`src/rtl/uwsc_pkg.sv`:
```
// Package for the UTF-8 whitespace string check.
// Holds the decoder state type, lead byte codes and the whitespace code point test.
// No dependencies.
package uwsc_pkg;

  localparam int CodeWidth = 21;

  localparam logic [7:0] Lead2Mask = 8'he0;
  localparam logic [7:0] Lead2Code = 8'hc0;
  localparam logic [7:0] Lead3Mask = 8'hf0;
  localparam logic [7:0] Lead3Code = 8'he0;
  localparam logic [7:0] Lead4Mask = 8'hf8;
  localparam logic [7:0] Lead4Code = 8'hf0;
  localparam logic [7:0] ContMask  = 8'hc0;
  localparam logic [7:0] ContCode  = 8'h80;

  localparam logic [CodeWidth-1:0] CpTab       = 21'h00009;
  localparam logic [CodeWidth-1:0] CpCr        = 21'h0000d;
  localparam logic [CodeWidth-1:0] CpSpace     = 21'h00020;
  localparam logic [CodeWidth-1:0] CpNextLine  = 21'h00085;
  localparam logic [CodeWidth-1:0] CpNbsp      = 21'h000a0;
  localparam logic [CodeWidth-1:0] CpOgham     = 21'h01680;
  localparam logic [CodeWidth-1:0] CpEnQuad    = 21'h02000;
  localparam logic [CodeWidth-1:0] CpHairSpace = 21'h0200a;
  localparam logic [CodeWidth-1:0] CpLineSep   = 21'h02028;
  localparam logic [CodeWidth-1:0] CpParaSep   = 21'h02029;
  localparam logic [CodeWidth-1:0] CpNarrowNb  = 21'h0202f;
  localparam logic [CodeWidth-1:0] CpMathSpace = 21'h0205f;
  localparam logic [CodeWidth-1:0] CpIdeoSpace = 21'h03000;

  typedef struct packed {
    logic [1:0]           pending;
    logic [CodeWidth-1:0] acc;
    logic                 failed;
  } uwsc_state_t;

  function automatic logic is_space_code(input logic [CodeWidth-1:0] c);
    is_space_code = (c >= CpTab && c <= CpCr) || c == CpSpace || c == CpNextLine ||
                    c == CpNbsp || c == CpOgham || (c >= CpEnQuad && c <= CpHairSpace) ||
                    c == CpLineSep || c == CpParaSep || c == CpNarrowNb ||
                    c == CpMathSpace || c == CpIdeoSpace;
  endfunction

endpackage

```
`src/rtl/uwsc_if.sv`:
```
// Channel interfaces for the UTF-8 whitespace string check.
// One interface for the byte stream and one for the verdict; no dependencies.
interface uwsc_byte_if;
  logic       valid;
  logic       ready;
  logic [7:0] data_byte;
  logic       end_of_string;
  logic       empty_string;

  modport source(output valid, output data_byte, output end_of_string,
                 output empty_string, input ready);
  modport sink(input valid, input data_byte, input end_of_string,
               input empty_string, output ready);
endinterface

interface uwsc_verdict_if;
  logic valid;
  logic ready;
  logic all_whitespace;

  modport source(output valid, output all_whitespace, input ready);
  modport sink(input valid, input all_whitespace, output ready);
endinterface

```
`src/rtl/utf8_whitespace_string_check.sv`:
```
// Top level of the UTF-8 whitespace string check.
// Depends on uwsc_pkg, uwsc_if and uwsc_step.
//
// Bytes of a string arrive one per transaction; the item flagged end_of_string gives one
// verdict transaction, which is 1 when the string is empty or decodes to whitespace only.
// The block takes one byte per cycle. A byte passes an input register and then updates the
// decoder state; at that same edge an end item loads its verdict into the output register, so
// a verdict becomes valid once its end item has left the input register. The output register
// holds a verdict until it is taken while later bytes keep flowing; only an end item waits
// while an untaken verdict occupies the output register.
module utf8_whitespace_string_check (
  input logic            clk,
  input logic            rst,
  uwsc_byte_if.sink      bytes,
  uwsc_verdict_if.source verdict
);
  import uwsc_pkg::*;

  logic        in_q_valid;
  logic [7:0]  in_q_byte;
  logic        in_q_end;
  logic        in_q_empty;
  uwsc_state_t state;
  uwsc_state_t state_next;
  logic        out_valid;
  logic        out_bit;
  logic        out_free;
  logic        fire;

  assign out_free = !out_valid || verdict.ready;
  assign fire     = in_q_valid && (!in_q_end || out_free);
  assign bytes.ready = !in_q_valid || fire;

  assign verdict.valid          = out_valid;
  assign verdict.all_whitespace = out_bit;

  uwsc_step u_step (
    .cur          (state),
    .data_byte    (in_q_byte),
    .empty_string (in_q_empty),
    .nxt          (state_next)
  );

  always_ff @(posedge clk) begin
    if (rst) begin
      in_q_valid <= 1'b0;
    end else if (bytes.ready) begin
      in_q_valid <= bytes.valid;
    end
  end

  always_ff @(posedge clk) begin
    if (bytes.valid && bytes.ready) begin
      in_q_byte  <= bytes.data_byte;
      in_q_end   <= bytes.end_of_string;
      in_q_empty <= bytes.empty_string;
    end
  end

  always_ff @(posedge clk) begin
    if (rst) begin
      state <= '0;
    end else if (fire) begin
      state <= in_q_end ? '0 : state_next;
    end
  end

  always_ff @(posedge clk) begin
    if (rst) begin
      out_valid <= 1'b0;
    end else if (fire && in_q_end) begin
      out_valid <= 1'b1;
    end else if (verdict.ready) begin
      out_valid <= 1'b0;
    end
  end

  always_ff @(posedge clk) begin
    if (fire && in_q_end) begin
      out_bit <= !state_next.failed && state_next.pending == 2'd0;
    end
  end

`ifndef SYNTHESIS
  a_clear_after_end: assert property (@(posedge clk) disable iff (rst)
    fire && in_q_end |=> state.pending == 2'd0 && !state.failed)
    else $error("decoder state not cleared after end of string");

  a_failed_gives_false: assert property (@(posedge clk) disable iff (rst)
    fire && in_q_end && state.failed |=> verdict.valid && !verdict.all_whitespace)
    else $error("failed string produced a true verdict");

  a_stall_needs_item: assert property (@(posedge clk) disable iff (rst)
    !bytes.ready |-> in_q_valid && in_q_end && out_valid)
    else $error("input stalled without a blocked end item");
`endif
endmodule

```
`src/rtl/uwsc_step.sv`:
```
// Next-state logic of the UTF-8 decoder for one byte.
// Depends on uwsc_pkg.
module uwsc_step (
  input  uwsc_pkg::uwsc_state_t cur,
  input  logic [7:0]            data_byte,
  input  logic                  empty_string,
  output uwsc_pkg::uwsc_state_t nxt
);
  import uwsc_pkg::*;

  logic [CodeWidth-1:0] acc_shift;

  assign acc_shift = {cur.acc[CodeWidth-7:0], data_byte[5:0]};

  always_comb begin
    nxt = cur;
    if (!empty_string && !cur.failed) begin
      if (cur.pending == 2'd0) begin
        priority if (!data_byte[7]) begin
          nxt.failed = !is_space_code(CodeWidth'(data_byte));
        end else if ((data_byte & Lead2Mask) == Lead2Code) begin
          nxt.acc     = CodeWidth'(data_byte[4:0]);
          nxt.pending = 2'd1;
        end else if ((data_byte & Lead3Mask) == Lead3Code) begin
          nxt.acc     = CodeWidth'(data_byte[3:0]);
          nxt.pending = 2'd2;
        end else if ((data_byte & Lead4Mask) == Lead4Code) begin
          nxt.acc     = CodeWidth'(data_byte[2:0]);
          nxt.pending = 2'd3;
        end else begin
          nxt.failed = 1'b1;
        end
      end else if ((data_byte & ContMask) != ContCode) begin
        nxt.failed = 1'b1;
      end else begin
        nxt.acc     = acc_shift;
        nxt.pending = cur.pending - 2'd1;
        if (cur.pending == 2'd1 && !is_space_code(acc_shift)) begin
          nxt.failed = 1'b1;
        end
      end
    end
  end
endmodule

```
`src/flat_wrapper.sv`:
```
// flat-port wrapper written by rule: the top's interface ports become plain ports
module utf8_whitespace_string_check_flat import uwsc_pkg::*;
  (clk, rst, bytes_valid, bytes_data_byte, bytes_end_of_string, bytes_empty_string, bytes_ready, verdict_valid, verdict_all_whitespace, verdict_ready);
  uwsc_byte_if bytes_i ();
  uwsc_verdict_if verdict_i ();
  input logic clk;
  input logic rst;
  input wire logic [$bits(bytes_i.valid)-1:0] bytes_valid;
  input wire logic [$bits(bytes_i.data_byte)-1:0] bytes_data_byte;
  input wire logic [$bits(bytes_i.end_of_string)-1:0] bytes_end_of_string;
  input wire logic [$bits(bytes_i.empty_string)-1:0] bytes_empty_string;
  output wire logic [$bits(bytes_i.ready)-1:0] bytes_ready;
  output wire logic [$bits(verdict_i.valid)-1:0] verdict_valid;
  output wire logic [$bits(verdict_i.all_whitespace)-1:0] verdict_all_whitespace;
  input wire logic [$bits(verdict_i.ready)-1:0] verdict_ready;
  assign bytes_i.valid = bytes_valid;
  assign bytes_i.data_byte = bytes_data_byte;
  assign bytes_i.end_of_string = bytes_end_of_string;
  assign bytes_i.empty_string = bytes_empty_string;
  assign bytes_ready = bytes_i.ready;
  assign verdict_valid = verdict_i.valid;
  assign verdict_all_whitespace = verdict_i.all_whitespace;
  assign verdict_i.ready = verdict_ready;
  utf8_whitespace_string_check u_core (.clk(clk), .rst(rst), .bytes(bytes_i), .verdict(verdict_i));
endmodule
```
`config.mk`:
```
export PLATFORM = sky130hd
export DESIGN_NAME = utf8_whitespace_string_check_flat
export DESIGN_NICKNAME = d
export VERILOG_FILES = /design/src/rtl/uwsc_pkg.sv /design/src/rtl/uwsc_if.sv /design/src/rtl/utf8_whitespace_string_check.sv /design/src/rtl/uwsc_step.sv /design/src/flat_wrapper.sv
export SDC_FILE = /design/constraint.sdc
export NUM_CORES = 1
export LEC_CHECK = 0
export BUFFER_PORTS_ARGS = -buffer_cell sky130_fd_sc_hd__buf_2
export CORE_MARGIN = 4
export CORE_UTILIZATION = 62
export CTS_BUF_LIST = sky130_fd_sc_hd__clkbuf_16
export DETAILED_ROUTE_END_ITERATION = 16
export GPL_ROUTABILITY_DRIVEN = 0
export HOLD_SLACK_MARGIN = 0.12
export PLACE_DENSITY = 0.92
export SYNTH_ARGS = -nofsm -noshare
export SYNTH_HDL_FRONTEND = slang
export SYNTH_SLANG_ARGS = --single-unit
```
`constraint.sdc`:
```
create_clock -name clk -period 4.8 [get_ports clk]
set_input_delay 0.96 -clock clk [delete_from_list [all_inputs] [get_ports clk]]
set_output_delay 0.96 -clock clk [all_outputs]
set_load 0.01 [all_outputs]
```
-- Yosys cells after proc, flatten, opt, wreduce, memory -nomap -nowiden
Index checks and enable logic that the tools add are counted.
Widths: inputs -> output; s select.
- $add $sub $neg: 1
- order comparisons: 6
- eq/ne operators: 20
- muxes and demuxes: 16
- reductions and logical operators: 38
- operators by type and width (cell ; count):
    $mux 23 ; 5
    $eq 21x14->1 const B ; 5
    $mux 24 ; 3
    $eq 21x8->1 const B ; 2
    $eq 21x13->1 const B ; 1
    $eq 21x6->1 const B ; 1
    $ge 21x14->1 const B ; 1
    $ge 21x4->1 const B ; 1
    $le 21x14->1 const B ; 1
    $le 21x4->1 const B ; 1
    $eq 8x8->1 const B ; 2
    $logic_or 1x1->1 ; 16
    $logic_and 1x1->1 ; 9
    $eq 8x6->1 const B ; 1
    $ge 8x4->1 const B ; 1
    $le 8x4->1 const B ; 1
    $logic_not 1->1 ; 8
    $mux 1 ; 8
    $eq 5x5->1 const B ; 1
    $ne 5x1->1 const B ; 1
    $reduce_and 5->1 ; 1
    $eq 4x4->1 const B ; 1
    $logic_not 2->1 ; 2
    $reduce_bool 2->1 ; 2
    6 further kinds ; 6
- bits in registers: 31
- input bits: 14
- output and inout port bits: 3

-- Longest topological paths before layout
Gate-level depths: netlist of run 1.
- depth after elaboration: 20
- mapped depth: 9
- depth with buffers taken out: 8

-- Modules after synthesis
From an unflattened synthesis of run 1, not the netlist that was laid out.
- cell total of the unflattened synthesis: 223
- area total of the unflattened synthesis: 1973.1 um^2
- modules (own cells, without submodules) (module ; times used ; cells an instance ; area an instance (um^2)):
    utf8_whitespace_string_check ; 1 ; 78 ; 1178.6
    uwsc_step ; 1 ; 145 ; 794.5

-- Least setup slack after synthesis of run 1
OpenSTA, ideal clock, no wires.
- path kind: input -> output
- start: input port verdict_ready
- end: output port bytes_ready
- arrival time: 1.271 ns
- data required time: 3.840 ns
- slack: 2.569 ns
- stages: 2
- path buffers: 0
- cell sequence: nor2b_1 -> nand3_1
- longest elaborated chain between the ends: 4
- RTL lines (element ; RTL line ; RTL):
    from (decl) ; flat_wrapper.sv:15 ; input wire logic [$bits(verdict_i.ready)-1:0] verdict_ready;
    $logic_or 1x1->1 ; utf8_whitespace_string_check.sv:30 ; assign out_free = !out_valid || verdict.ready;
    $logic_or 1x1->1 ; utf8_whitespace_string_check.sv:31 ; assign fire = in_q_valid && (!in_q_end || out_free);
    $logic_and 1x1->1 ; utf8_whitespace_string_check.sv:31 ;
    $logic_or 1x1->1 ; utf8_whitespace_string_check.sv:32 ; assign bytes.ready = !in_q_valid || fire;
    to (decl) ; flat_wrapper.sv:12 ; output wire logic [$bits(bytes_i.ready)-1:0] bytes_ready;
No other way between the ends.

-- Final worst setup path of run 1
Same ends and word-level chain as after synthesis.

==> flow_summary.yaml, run 1 <==
power:
  switching_share_pct: 22.13
  power_w: 0.0006215
  power_density_mw_per_mm2: 342.1
  vdd_drop_max_mv: 0.2958
  p_clk_share_pct: 46.7
  p_seq_share_pct: 47.2
  pwr-share-comb_pct: 6.1
  internal-power_w: 0.0004839
  p_sw_w: 0.0001375
  leakagePower_nw: 0.6533
sta:
  setup_violations: 0
  report.final.slew_viol_count: 0
  fin_crit_ps: 2572
  fin_skew_ps: 5.353
  finalCritPeriodShare_pct: 53.58
  rsz0062_at_grt: "no"
  max_freq_mhz: 388.8
  finalSetupTns_ps: 0
  slew-limit-headroom_pct: 38.35
  hold_viol: 0
  tightest_slew_ps: 920.4
clocking:
  hold_buffers: 0
  cts_setup_buffers: 0
  path_clk_slew_ps: 50
  cts_buffer_depth: 2
  cts_tree: "done"
  cts_sinks: 31
  ctsHtreeMaxLevel: 2
  numCtsBuffers: 5
  post_cts_resized: 0
  clk_latency_ps: 270
  root_buffer: "clkbuf_16"
routing:
  antenna_left: 0
  routed_via_density: 6.520
  wire_per_inst_um: 15.72
  drt_iter0_drc: 103
  dr_total_vias: 1441
  drc: 0
  first_pass_iters: 4
  wl_mm: 3.475
grt:
  grt_pass1_vias: 1330
  grt_first_pass_wirelength_mm: 5.878
  grt_max_degree: 26
  grt_usage_pct: 22.26
  antenna_found_initial: 0
  gr-total-overflow: 0
floorplan:
  die_width_um: 58.91
  placementRows: 18
  die_h_um: 58.91
  die_area_mm2: 0.003470
  coreArea_mm2: 0.002477
  io_pins: 17
  initial_utilization_pct: 64.85
layout:
  final_common_cell: "dfxtp_1"
  antenna_cells: 0
  area_growth_pct: 13.08
  drive_above_1_share_pct: 12.57
  nets: 206
  mostFrequentLayoutCells: "dfxtp_1, buf_2, nand3_1, o21ai_0, nand2b_1"
logic_synthesis:
  ys_seq_elements: 31
  synth_edf_count: 11
  synth_cell_types: 41
  ys_warn_count: 0
  synth_seq_area_share_pct: 45.48
  synth_nets: 195
  netlist_area_mm2: 0.001607
  syn_inst: 179
  synth_ff_type: "dfxtp_1"
  syn_avg_cell_area_um2: 8.975
  async_flop_share_pct: 0
job:
  drv_cap: 0
worst_setup_path:
  path_class: "input pin to output pin"
  ff2ff_path_depth: 8
  crit_path_start_kind: "input pin"
  critical_path_required_ps: 3840
  path_max_fanout: 3
  r2r-start: "u_core.state[22]$_SDFFE_PP0P_"
  r2r_end: "u_core.state[2]$_SDFFE_PP0P_"
  cp_data_arrival_time_ps: 1610
  rrSetupSlack_ps: 2630
  setup.worst_path.end_class: "output pin"
placed_design:
  port_buffers: 16
  hpwl_mm: 2.372
min_path:
  hold-path-cell-count: 2
  hp-start: "u_core.state[11]$_SDFFE_PP0P_"
  holdPathEnd: "u_core.state[11]$_SDFFE_PP0P_"
  holdCritPathClass: "flip-flop to flip-flop"
outcome:
  status: "finished clean"
how the worst max path moves through the flow:
stage,to,start,slack (ps),depth (start not counted)
2_1_floorplan,bytes_ready,verdict_ready,2570,2
3_3_place_gp,bytes_ready,verdict_ready,2350,4
3_5_place_dp,bytes_ready,verdict_ready,2270,4
4_1_cts,bytes_ready,verdict_ready,2220,4
5_1_grt,bytes_ready,verdict_ready,2170,4
6_report,bytes_ready,verdict_ready,2230,4
Yosys cell counts, types with 2 or more instances:
| library cell | count | area share [%] |
|---|---|---|
| nor2_1 | 4 | 0.93 |
| nor3_1 | 5 | 1.6 |
| nand4_1 | 3 | 1.2 |
| nor4_1 | 4 | 1.6 |
| a31oi_1 | 2 | 0.78 |
| ha_1 | 2 | 1.6 |
| o21ai_0 | 15 | 4.7 |
| clkbuf_1 | 12 | 2.8 |
| a22o_1 | 3 | 1.6 |
| nand2_1 | 9 | 2.1 |
| a211oi_1 | 3 | 1.4 |
| edfxtp_1 | 11 | 21 |
| a21oi_1 | 13 | 4.0 |
| nor4b_1 | 3 | 1.6 |
| and4b_1 | 3 | 1.9 |
| or4_1 | 4 | 1.9 |
| nand3_1 | 15 | 4.7 |
| o22ai_1 | 2 | 0.78 |
| inv_1 | 7 | 1.6 |
| nor2b_1 | 4 | 1.6 |
| dfxtp_1 | 20 | 25 |
| o2111ai_1 | 3 | 1.6 |
| nand2b_1 | 14 | 5.5 |
metrics by stage:
| step | instance area (um^2) | hold WS, ps | worst slack [ps] | util [%] | instances |
|---|---|---|---|---|---|
| final | 1817 | 473.8 | 2228 | 73.33 | 221 |
| after CTS | 1817 | 480.7 | 2220 | 73.33 | 221 |
| after floorplan | 1607 | 443.8 | 2569 | - | 179 |
| after global placement | 1679 | 454.3 | 2351 | 67.78 | 213 |
| after global routing | 1817 | 505.9 | 2170 | 73.33 | 221 |
| after detailed placement | 1679 | 471.8 | 2269 | 67.78 | 213 |
routing by layer:
| layer | global-route usage (%) | vias to the layer above | share of wire, % |
|---|---|---|---|
| met2 | 36.12 | 69 | 50 |
| met4 | 10.36 | 0 | 3.3 |
| met1 | 27.20 | 661 | 39 |
| met5 | 0 | - | 0 |
| met3 | 6.360 | 14 | 7.7 |
| li1 | - | 697 | - |
critical path, cell delays in order:
cell     delay (ps)
buf_2           110
nor2b_1         240
nand3_1         130
buf_2           170
registers in the layout, summed over array words and instances, names as in the netlist:
register,count
u_core.in_q_end,1
u_core.verdict.valid,1
u_core.verdict.all_whitespace,1
u_core.state,18
u_core.in_q_byte,8
u_core.in_q_empty,1
u_core.in_q_valid,1
power by group through the flow:
stage	clock network [W]	logic (W)	registers [W]
finish	0.000290	0.0000382	0.000293
global route	0.000304	0.0000421	0.000294
CTS	0.000293	0.0000375	0.000293
detailed placement	0	0.0000367	0.000297
global placement	0	0.0000348	0.000297
floorplan	0	0.0000331	0.000289
cell type report:
class / count / area (um^2)
clock buffers: 5 / 125.1
repair buffers: 16 / 80.08
flip-flops and latches: 31 / 730.7
well taps: 30 / 37.54
multi-input cells: 129 / 804.5
inverters: 7 / 26.28
clock inverters: 3 / 12.51
fillers: 188 / 660.6
cells by family (layout without fill, tap and decap cells):
family          Yosys count  after routing  share of synthesized area [%]
flops                    31             31                          45.48
simple gates             77             77                          29.21
compound gates           50             50                          19.32
buf+inv                  19             31                          4.439
fa+ha+maj                 2              2                          1.557
Note: power is estimated with default switching activity, not from simulation.
==> run 2: changes to the inputs <==
ABC_AREA = 1   (was unset)
CORE_ASPECT_RATIO = 0.5   (was unset)
CORE_UTILIZATION = 58   (was 62)
PLACE_DENSITY = 0.87   (was 0.92)
clock period = 2.65 ns   (was 4.8 ns; I/O delays follow)
==> run 2 against run 1 <==
Against the previous run: clock skew fell by 2.8 ps; global-route usage up 1.0 points; highest routed layer unchanged; largest cell class unchanged; clock power up 120%; combinational power increased to 3.8 times the previous value.
==> flow_summary.yaml, run 2 <==
logic_synthesis:
  synth_top_area_share_pct: 22.19
  synth-xor-area-share_pct: 0
  synth_commonest_cells: "nand2_1, nor2_1, inv_1"
  ys_warn_count: 0
  synth_fa_ha_area_share_pct: 1.387
  synth_compound_area_share_pct: 13.52
  ys_seq_elements: 31
  synth_cell_types: 33
  synthMostInstantiatedCell: "nand2_1"
  synth_top_family_by_area: "simple AND/OR/NAND/NOR gates"
  synthMuxAreaShare_pct: 0
  synth_nets: 272
  syn_inst: 256
  netlist_area_mm2: 0.001804
  synth-simple-area-share_pct: 34.60
  synth_seq_area_share_pct: 40.50
  synth_edf_count: 11
  synth_ff_type: "dfxtp_1"
  async_flop_share_pct: 0
  syn_avg_cell_area_um2: 7.048
  synth_top_cell_by_area: "dfxtp_1"
  synth_area_leaders: "dfxtp_1, edfxtp_1, nand2_1"
worst_setup_path:
  path_buf_inv: 2
  cp_common_cell: "inv_1"
  critPathTopFamily: "simple AND/OR/NAND/NOR gates"
  crit_chain: "inv_1 -> ha_1 -> inv_1 -> nand2_1 -> nor3_2 -> a21oi_1 -> a211oi_1"
  cp_data_arrival_time_ps: 2160
  path_class: "flip-flop to flip-flop"
  crit_path_start_kind: "flip-flop"
  path_max_fanout: 10
  setup.worst_path.end_class: "flip-flop"
  crit_slowest_cell: "nor3_2"
  max_stage_delay_ps: 540
  critical_path_required_ps: 2840
clocking:
  cts_buffer_depth: 2
  hold_buffers: 0
  numCtsBuffers: 5
  clk_latency_ps: 280
  cts_sinks: 31
  root_buffer: "clkbuf_16"
  post_cts_resized: 0
  cts_setup_buffers: 0
  cts_tree: "done"
  ctsHtreeMaxLevel: 2
  path_clk_slew_ps: 50
grt:
  grt_max_degree: 18
  grt_pass1_vias: 1601
  grt_usage_pct: 23.27
  gr-total-overflow: 0
  antenna_found_initial: 0
  grt_first_pass_wirelength_mm: 7.113
sta:
  finalSetupTns_ps: 0
  fin_crit_ps: 1965
  report.final.slew_viol_count: 0
  rsz0062_at_grt: "no"
  setup_violations: 0
  fin_skew_ps: 2.600
  hold_viol: 0
  slew-limit-headroom_pct: 53.40
  tightest_slew_ps: 695.2
  max_freq_mhz: 509.0
  finalCritPeriodShare_pct: 74.13
power:
  vdd_drop_max_mv: 0.4652
  leakagePower_nw: 0.9665
  power_density_mw_per_mm2: 650.8
routing:
  dr_total_vias: 1749
  antenna_left: 0
  wire_per_inst_um: 13.59
  drt_iter0_drc: 198
  wl_mm: 4.228
  drc: 0
  first_pass_iters: 4
  routed_via_density: 5.624
floorplan:
  io_pins: 17
  die_width_um: 86.88
  coreArea_mm2: 0.002781
  placementRows: 13
  initial_utilization_pct: 64.87
  die_area_mm2: 0.004121
  die_h_um: 47.44
layout:
  area_growth_pct: 13.52
  nets: 289
  reg.largest.list: "u_core.state: 18 flops, u_core.in_q_byte: 8 flops"
  antenna_cells: 0
  mostFrequentLayoutCells: "nand2_1, nor2_1, inv_1"
  largest_reg_flops: 18
  top_register: "u_core.state"
  drive_above_1_share_pct: 14.23
  final_common_cell: "nand2_1"
  utilization_pct: 73.64
  layout.cells.non_filler: 311
outcome:
  status: "finished clean"
placed_design:
  port_buffers: 16
  place_inst: 303
  hpwl_mm: 3.056
min_path:
  holdCritPathClass: "input pin to flip-flop"
job:
  drv_cap: 0
==> run 2: metrics by stage <==
step | total power, W | worst slack (ps) | hold WS [ps] | area, um^2
6_report | 0.001333 | 685.5 | 422.5 | 2048
5_1_grt | 0.001383 | 492.7 | 420.3 | 2048
4_1_cts | 0.001334 | 722.8 | 423.0 | 2048
3_5_place_dp | 0.0006967 | 732.7 | 462.9 | 1884
3_3_place_gp | 0.0006902 | 831.2 | 460.4 | 1884
2_1_floorplan | 0.0006623 | 1035 | 444.8 | 1804
==> run 2: layer usage <==
metal | routed length [um] | global-route usage, % | vias up
met2 | 1936 | 39.22 | 78
li1 | - | - | 883
met4 | 72 | 9.627 | 0
met5 | 0 | 0 | -
met1 | 1855 | 29.44 | 778
met3 | 364 | 6.186 | 10
==> run 2: final cells by class <==
cell class | instances | area [um^2]
Inverter | 35 | 133.9
Fill cell | 221 | 733.2
Multi-Input combinational cell | 184 | 893.4
Sequential cell | 31 | 730.7
Timing Repair Buffer | 16 | 80.08
Clock buffer | 5 | 125.1
Clock inverter | 3 | 38.79
Tap cell | 37 | 46.29
==> run 2: path summary, 6_finish.rpt <==
path	from	end	slack, ps	cells after the start
worst max register to register	u_core.state[22]$_SDFFE_PP0P_	u_core.state[7]$_SDFFE_PP0P_	690	7
worst max-delay path	u_core.state[22]$_SDFFE_PP0P_	u_core.state[7]$_SDFFE_PP0P_	690	7
worst min-delay path	bytes_data_byte[4]	u_core.in_q_byte[4]$_DFFE_PP_	420	1
worst min register to register	u_core.state[23]$_SDFFE_PP0P_	u_core.state[23]$_SDFFE_PP0P_	470	2
==> run 2: report_power, final <==
part           leakage [nW]  internal (W)  total [W]  switching (W)
sequential            0.270      0.000519   0.000546      0.0000273
clock                0.0812      0.000437   0.000641       0.000203
combinational         0.615     0.0000499   0.000146      0.0000961
==> run 2: cells by family (layout without fill, tap and decap cells) <==
kind of cell             count (synthesis)  in the layout
AND/OR/NAND/NOR                        137            137
AO/OA/AOI/OAI                           45             45
buffers and inverters                   41             59
flip-flops                              31             31
adder cells (fa/ha/maj)                  2              2
==> run 3: changes to the inputs <==
CORE_UTILIZATION = 53   (was 58)
PLACE_DENSITY = 0.84   (was 0.87)
clock period = 1.7 ns   (was 2.65 ns; I/O delays follow)
==> run 3 against run 2 <==
Against the previous run: the flow now finishes with violations (setup timing); highest routed layer unchanged; first-iteration DRC count shrank 11%; design area grew 9.8%; largest power group unchanged; worst setup slack lost 770 ps; cell count grew 5.1%; hold slack lost 190 ps; utilization shrank 1.9 points; maximum frequency grew 10%; die area grew 8.2%; critical path type unchanged; combinational power grew 98%; global-route usage shrank 2.2 points.
==> flow_summary.yaml, run 3 (synthesized netlist as in run 2, its figures left out) <==
outcome:
  status: "finished, violations left"
  violations: "setup timing"
worst_setup_path:
  crit_chain: "buf_6 -> inv_1 -> nand2_1 -> nor2_1 -> nand3_2 -> a21boi_2 -> nand3_2 -> nand2_2 -> nand2_2 -> nand2_1 -> nor2_1"
  r2r-start: "u_core.in_q_byte[4]$_DFFE_PP_"
  critPathTopFamily: "simple AND/OR/NAND/NOR gates"
  setup.worst_path.end_class: "flip-flop"
  path_max_fanout: 7
  crit_slowest_cell: "edfxtp_1"
  max_stage_delay_ps: 560
  path_buf_inv: 2
  r2r_end: "u_core.verdict.all_whitespace$_DFFE_PP_"
  critical_path_required_ps: 1740
  ff2ff_path_depth: 11
  path_class: "flip-flop to flip-flop"
  crit_path_start_kind: "flip-flop"
  rrSetupSlack_ps: -80
  cp_data_arrival_time_ps: 1820
routing:
  drt_iter0_drc: 177
  dr_total_vias: 1853
  wire_per_inst_um: 14.64
  wl_mm: 4.786
  routed_via_density: 5.667
  antenna_left: 0
  drc: 0
  first_pass_iters: 5
grt:
  gr-total-overflow: 0
  use_met1_pct: 26.96
  grt_max_degree: 18
  met3_usage_pct: 5.701
  gr-usage-met2_pct: 33.74
  grt_first_pass_wirelength_mm: 7.596
  grt_pass1_vias: 1698
  busiest_layer: "met2"
  antenna_found_initial: 0
  grt_usage_pct: 21.05
sta:
  setup_violations: 9
  slew-limit-headroom_pct: 72.89
  tightest_slew_ps: 406.7
  worst_slack_ps: -82.66
  max_freq_mhz: 561.0
  finalSetupTns_ps: -207.2
  fin_crit_ps: 1783
  holdWs_ps: 233.5
  report.final.slew_viol_count: 0
  fin_skew_ps: 2.931
  finalCritPeriodShare_pct: 104.9
  hold_viol: 0
  rsz0062_at_grt: "yes"
power:
  p_seq_share_pct: 39.8
  p_clk_share_pct: 46.7
  p_sw_w: 0.0005406
  vdd_drop_max_mv: 0.8554
  switching_share_pct: 25.35
  pwr-share-comb_pct: 13.5
  leakagePower_nw: 1.041
  power_w: 0.002133
  power_density_mw_per_mm2: 948.0
  internal-power_w: 0.001592
placed_design:
  port_buffers: 16
  hpwl_mm: 3.079
  place_inst: 313
min_path:
  hold-path-cell-count: 1
  holdCritPathClass: "input pin to flip-flop"
  hp-start: "bytes_end_of_string"
  holdPathEnd: "u_core.in_q_end$_DFFE_PP_"
layout:
  fillers: 216
  multi_input_area_um2: 987.2
  drive_above_1_share_pct: 24.39
  nets: 302
  reg.largest.list: "u_core.state: 18 flops, u_core.in_q_byte: 8 flops"
  final_common_cell: "nand2_1"
  top_register: "u_core.state"
  layout.cells.non_filler: 327
  utilization_pct: 71.75
  largest_reg_flops: 18
  antenna_cells: 0
  mostFrequentLayoutCells: "nand2_1, nor2_1, inv_1"
  seq_area_um2: 730.7
  area_growth_pct: 24.69
clocking:
  numCtsBuffers: 5
  hold_buffers: 0
  cts_tree: "done"
  cts_sinks: 31
  cts_buffer_depth: 2
  clk_latency_ps: 280
  root_buffer: "clkbuf_16"
  path_clk_slew_ps: 50
  ctsHtreeMaxLevel: 2
floorplan:
  die_area_mm2: 0.004458
  coreArea_mm2: 0.003136
  io_pins: 17
  die_width_um: 90.52
  die_h_um: 49.26
  initial_utilization_pct: 57.54
  placementRows: 14
job:
  drv_cap: 0
run 3: cell type report:
cell class,count,share of cell area [%]
Multi-Input combinational cell,184,43.88
Tap cell,40,2.225
Sequential cell,31,32.48
Timing Repair Buffer,29,8.065
Clock buffer,5,5.562
Clock inverter,3,1.724
Inverter,35,6.062
run 3: metrics by stage:
stage / cell area, um^2 / setup slack, ps
2_1_floorplan: 1804 / 84.68
3_3_place_gp: 1941 / -18.99
3_5_place_dp: 1941 / -21.42
4_1_cts: 2122 / -15.17
5_1_grt: 2250 / -210.6
6_report: 2250 / -82.66
run 3: metal layers:
layer / up-vias / part of all wire (%)
li1: 896 / -
met1: 841 / 41
met2: 100 / 48
met3: 16 / 8.8
met4: 0 / 2.2
met5: - / 0
run 3: timing repair:
item | CTS | global route
pin swaps | 1 | 6
gates resized for setup | 2 | 23
setup buffers | 2 | 4
gates cloned | 0 | 0
setup endpoints to repair | 5 | 19
run 3: how the worst max path moves through the flow:
stage,from,endpoint,slack (ps),cells after the start
finish,u_core.in_q_byte[4]$_DFFE_PP_,u_core.verdict.all_whitespace$_DFFE_PP_,-80,11
global route,u_core.in_q_byte[4]$_DFFE_PP_,u_core.verdict.all_whitespace$_DFFE_PP_,-210,13
CTS,u_core.in_q_byte[1]$_DFFE_PP_,u_core.verdict.all_whitespace$_DFFE_PP_,-20,12
detailed placement,u_core.in_q_byte[5]$_DFFE_PP_,u_core.verdict.all_whitespace$_DFFE_PP_,-20,10
global placement,u_core.in_q_byte[5]$_DFFE_PP_,u_core.verdict.all_whitespace$_DFFE_PP_,-20,10
floorplan,u_core.state[22]$_SDFFE_PP0P_,u_core.verdict.all_whitespace$_DFFE_PP_,80,8
run 3: power groups by stage:
stage	combinational [W]	sequential [W]	clock (W)
4_1_cts	0.000246	0.000845	0.000996
6_report	0.000289	0.000848	0.000996
3_5_place_dp	0.000233	0.000861	0
2_1_floorplan	0.000184	0.000849	0
5_1_grt	0.000317	0.000851	0.00105
3_3_place_gp	0.000227	0.000860	0
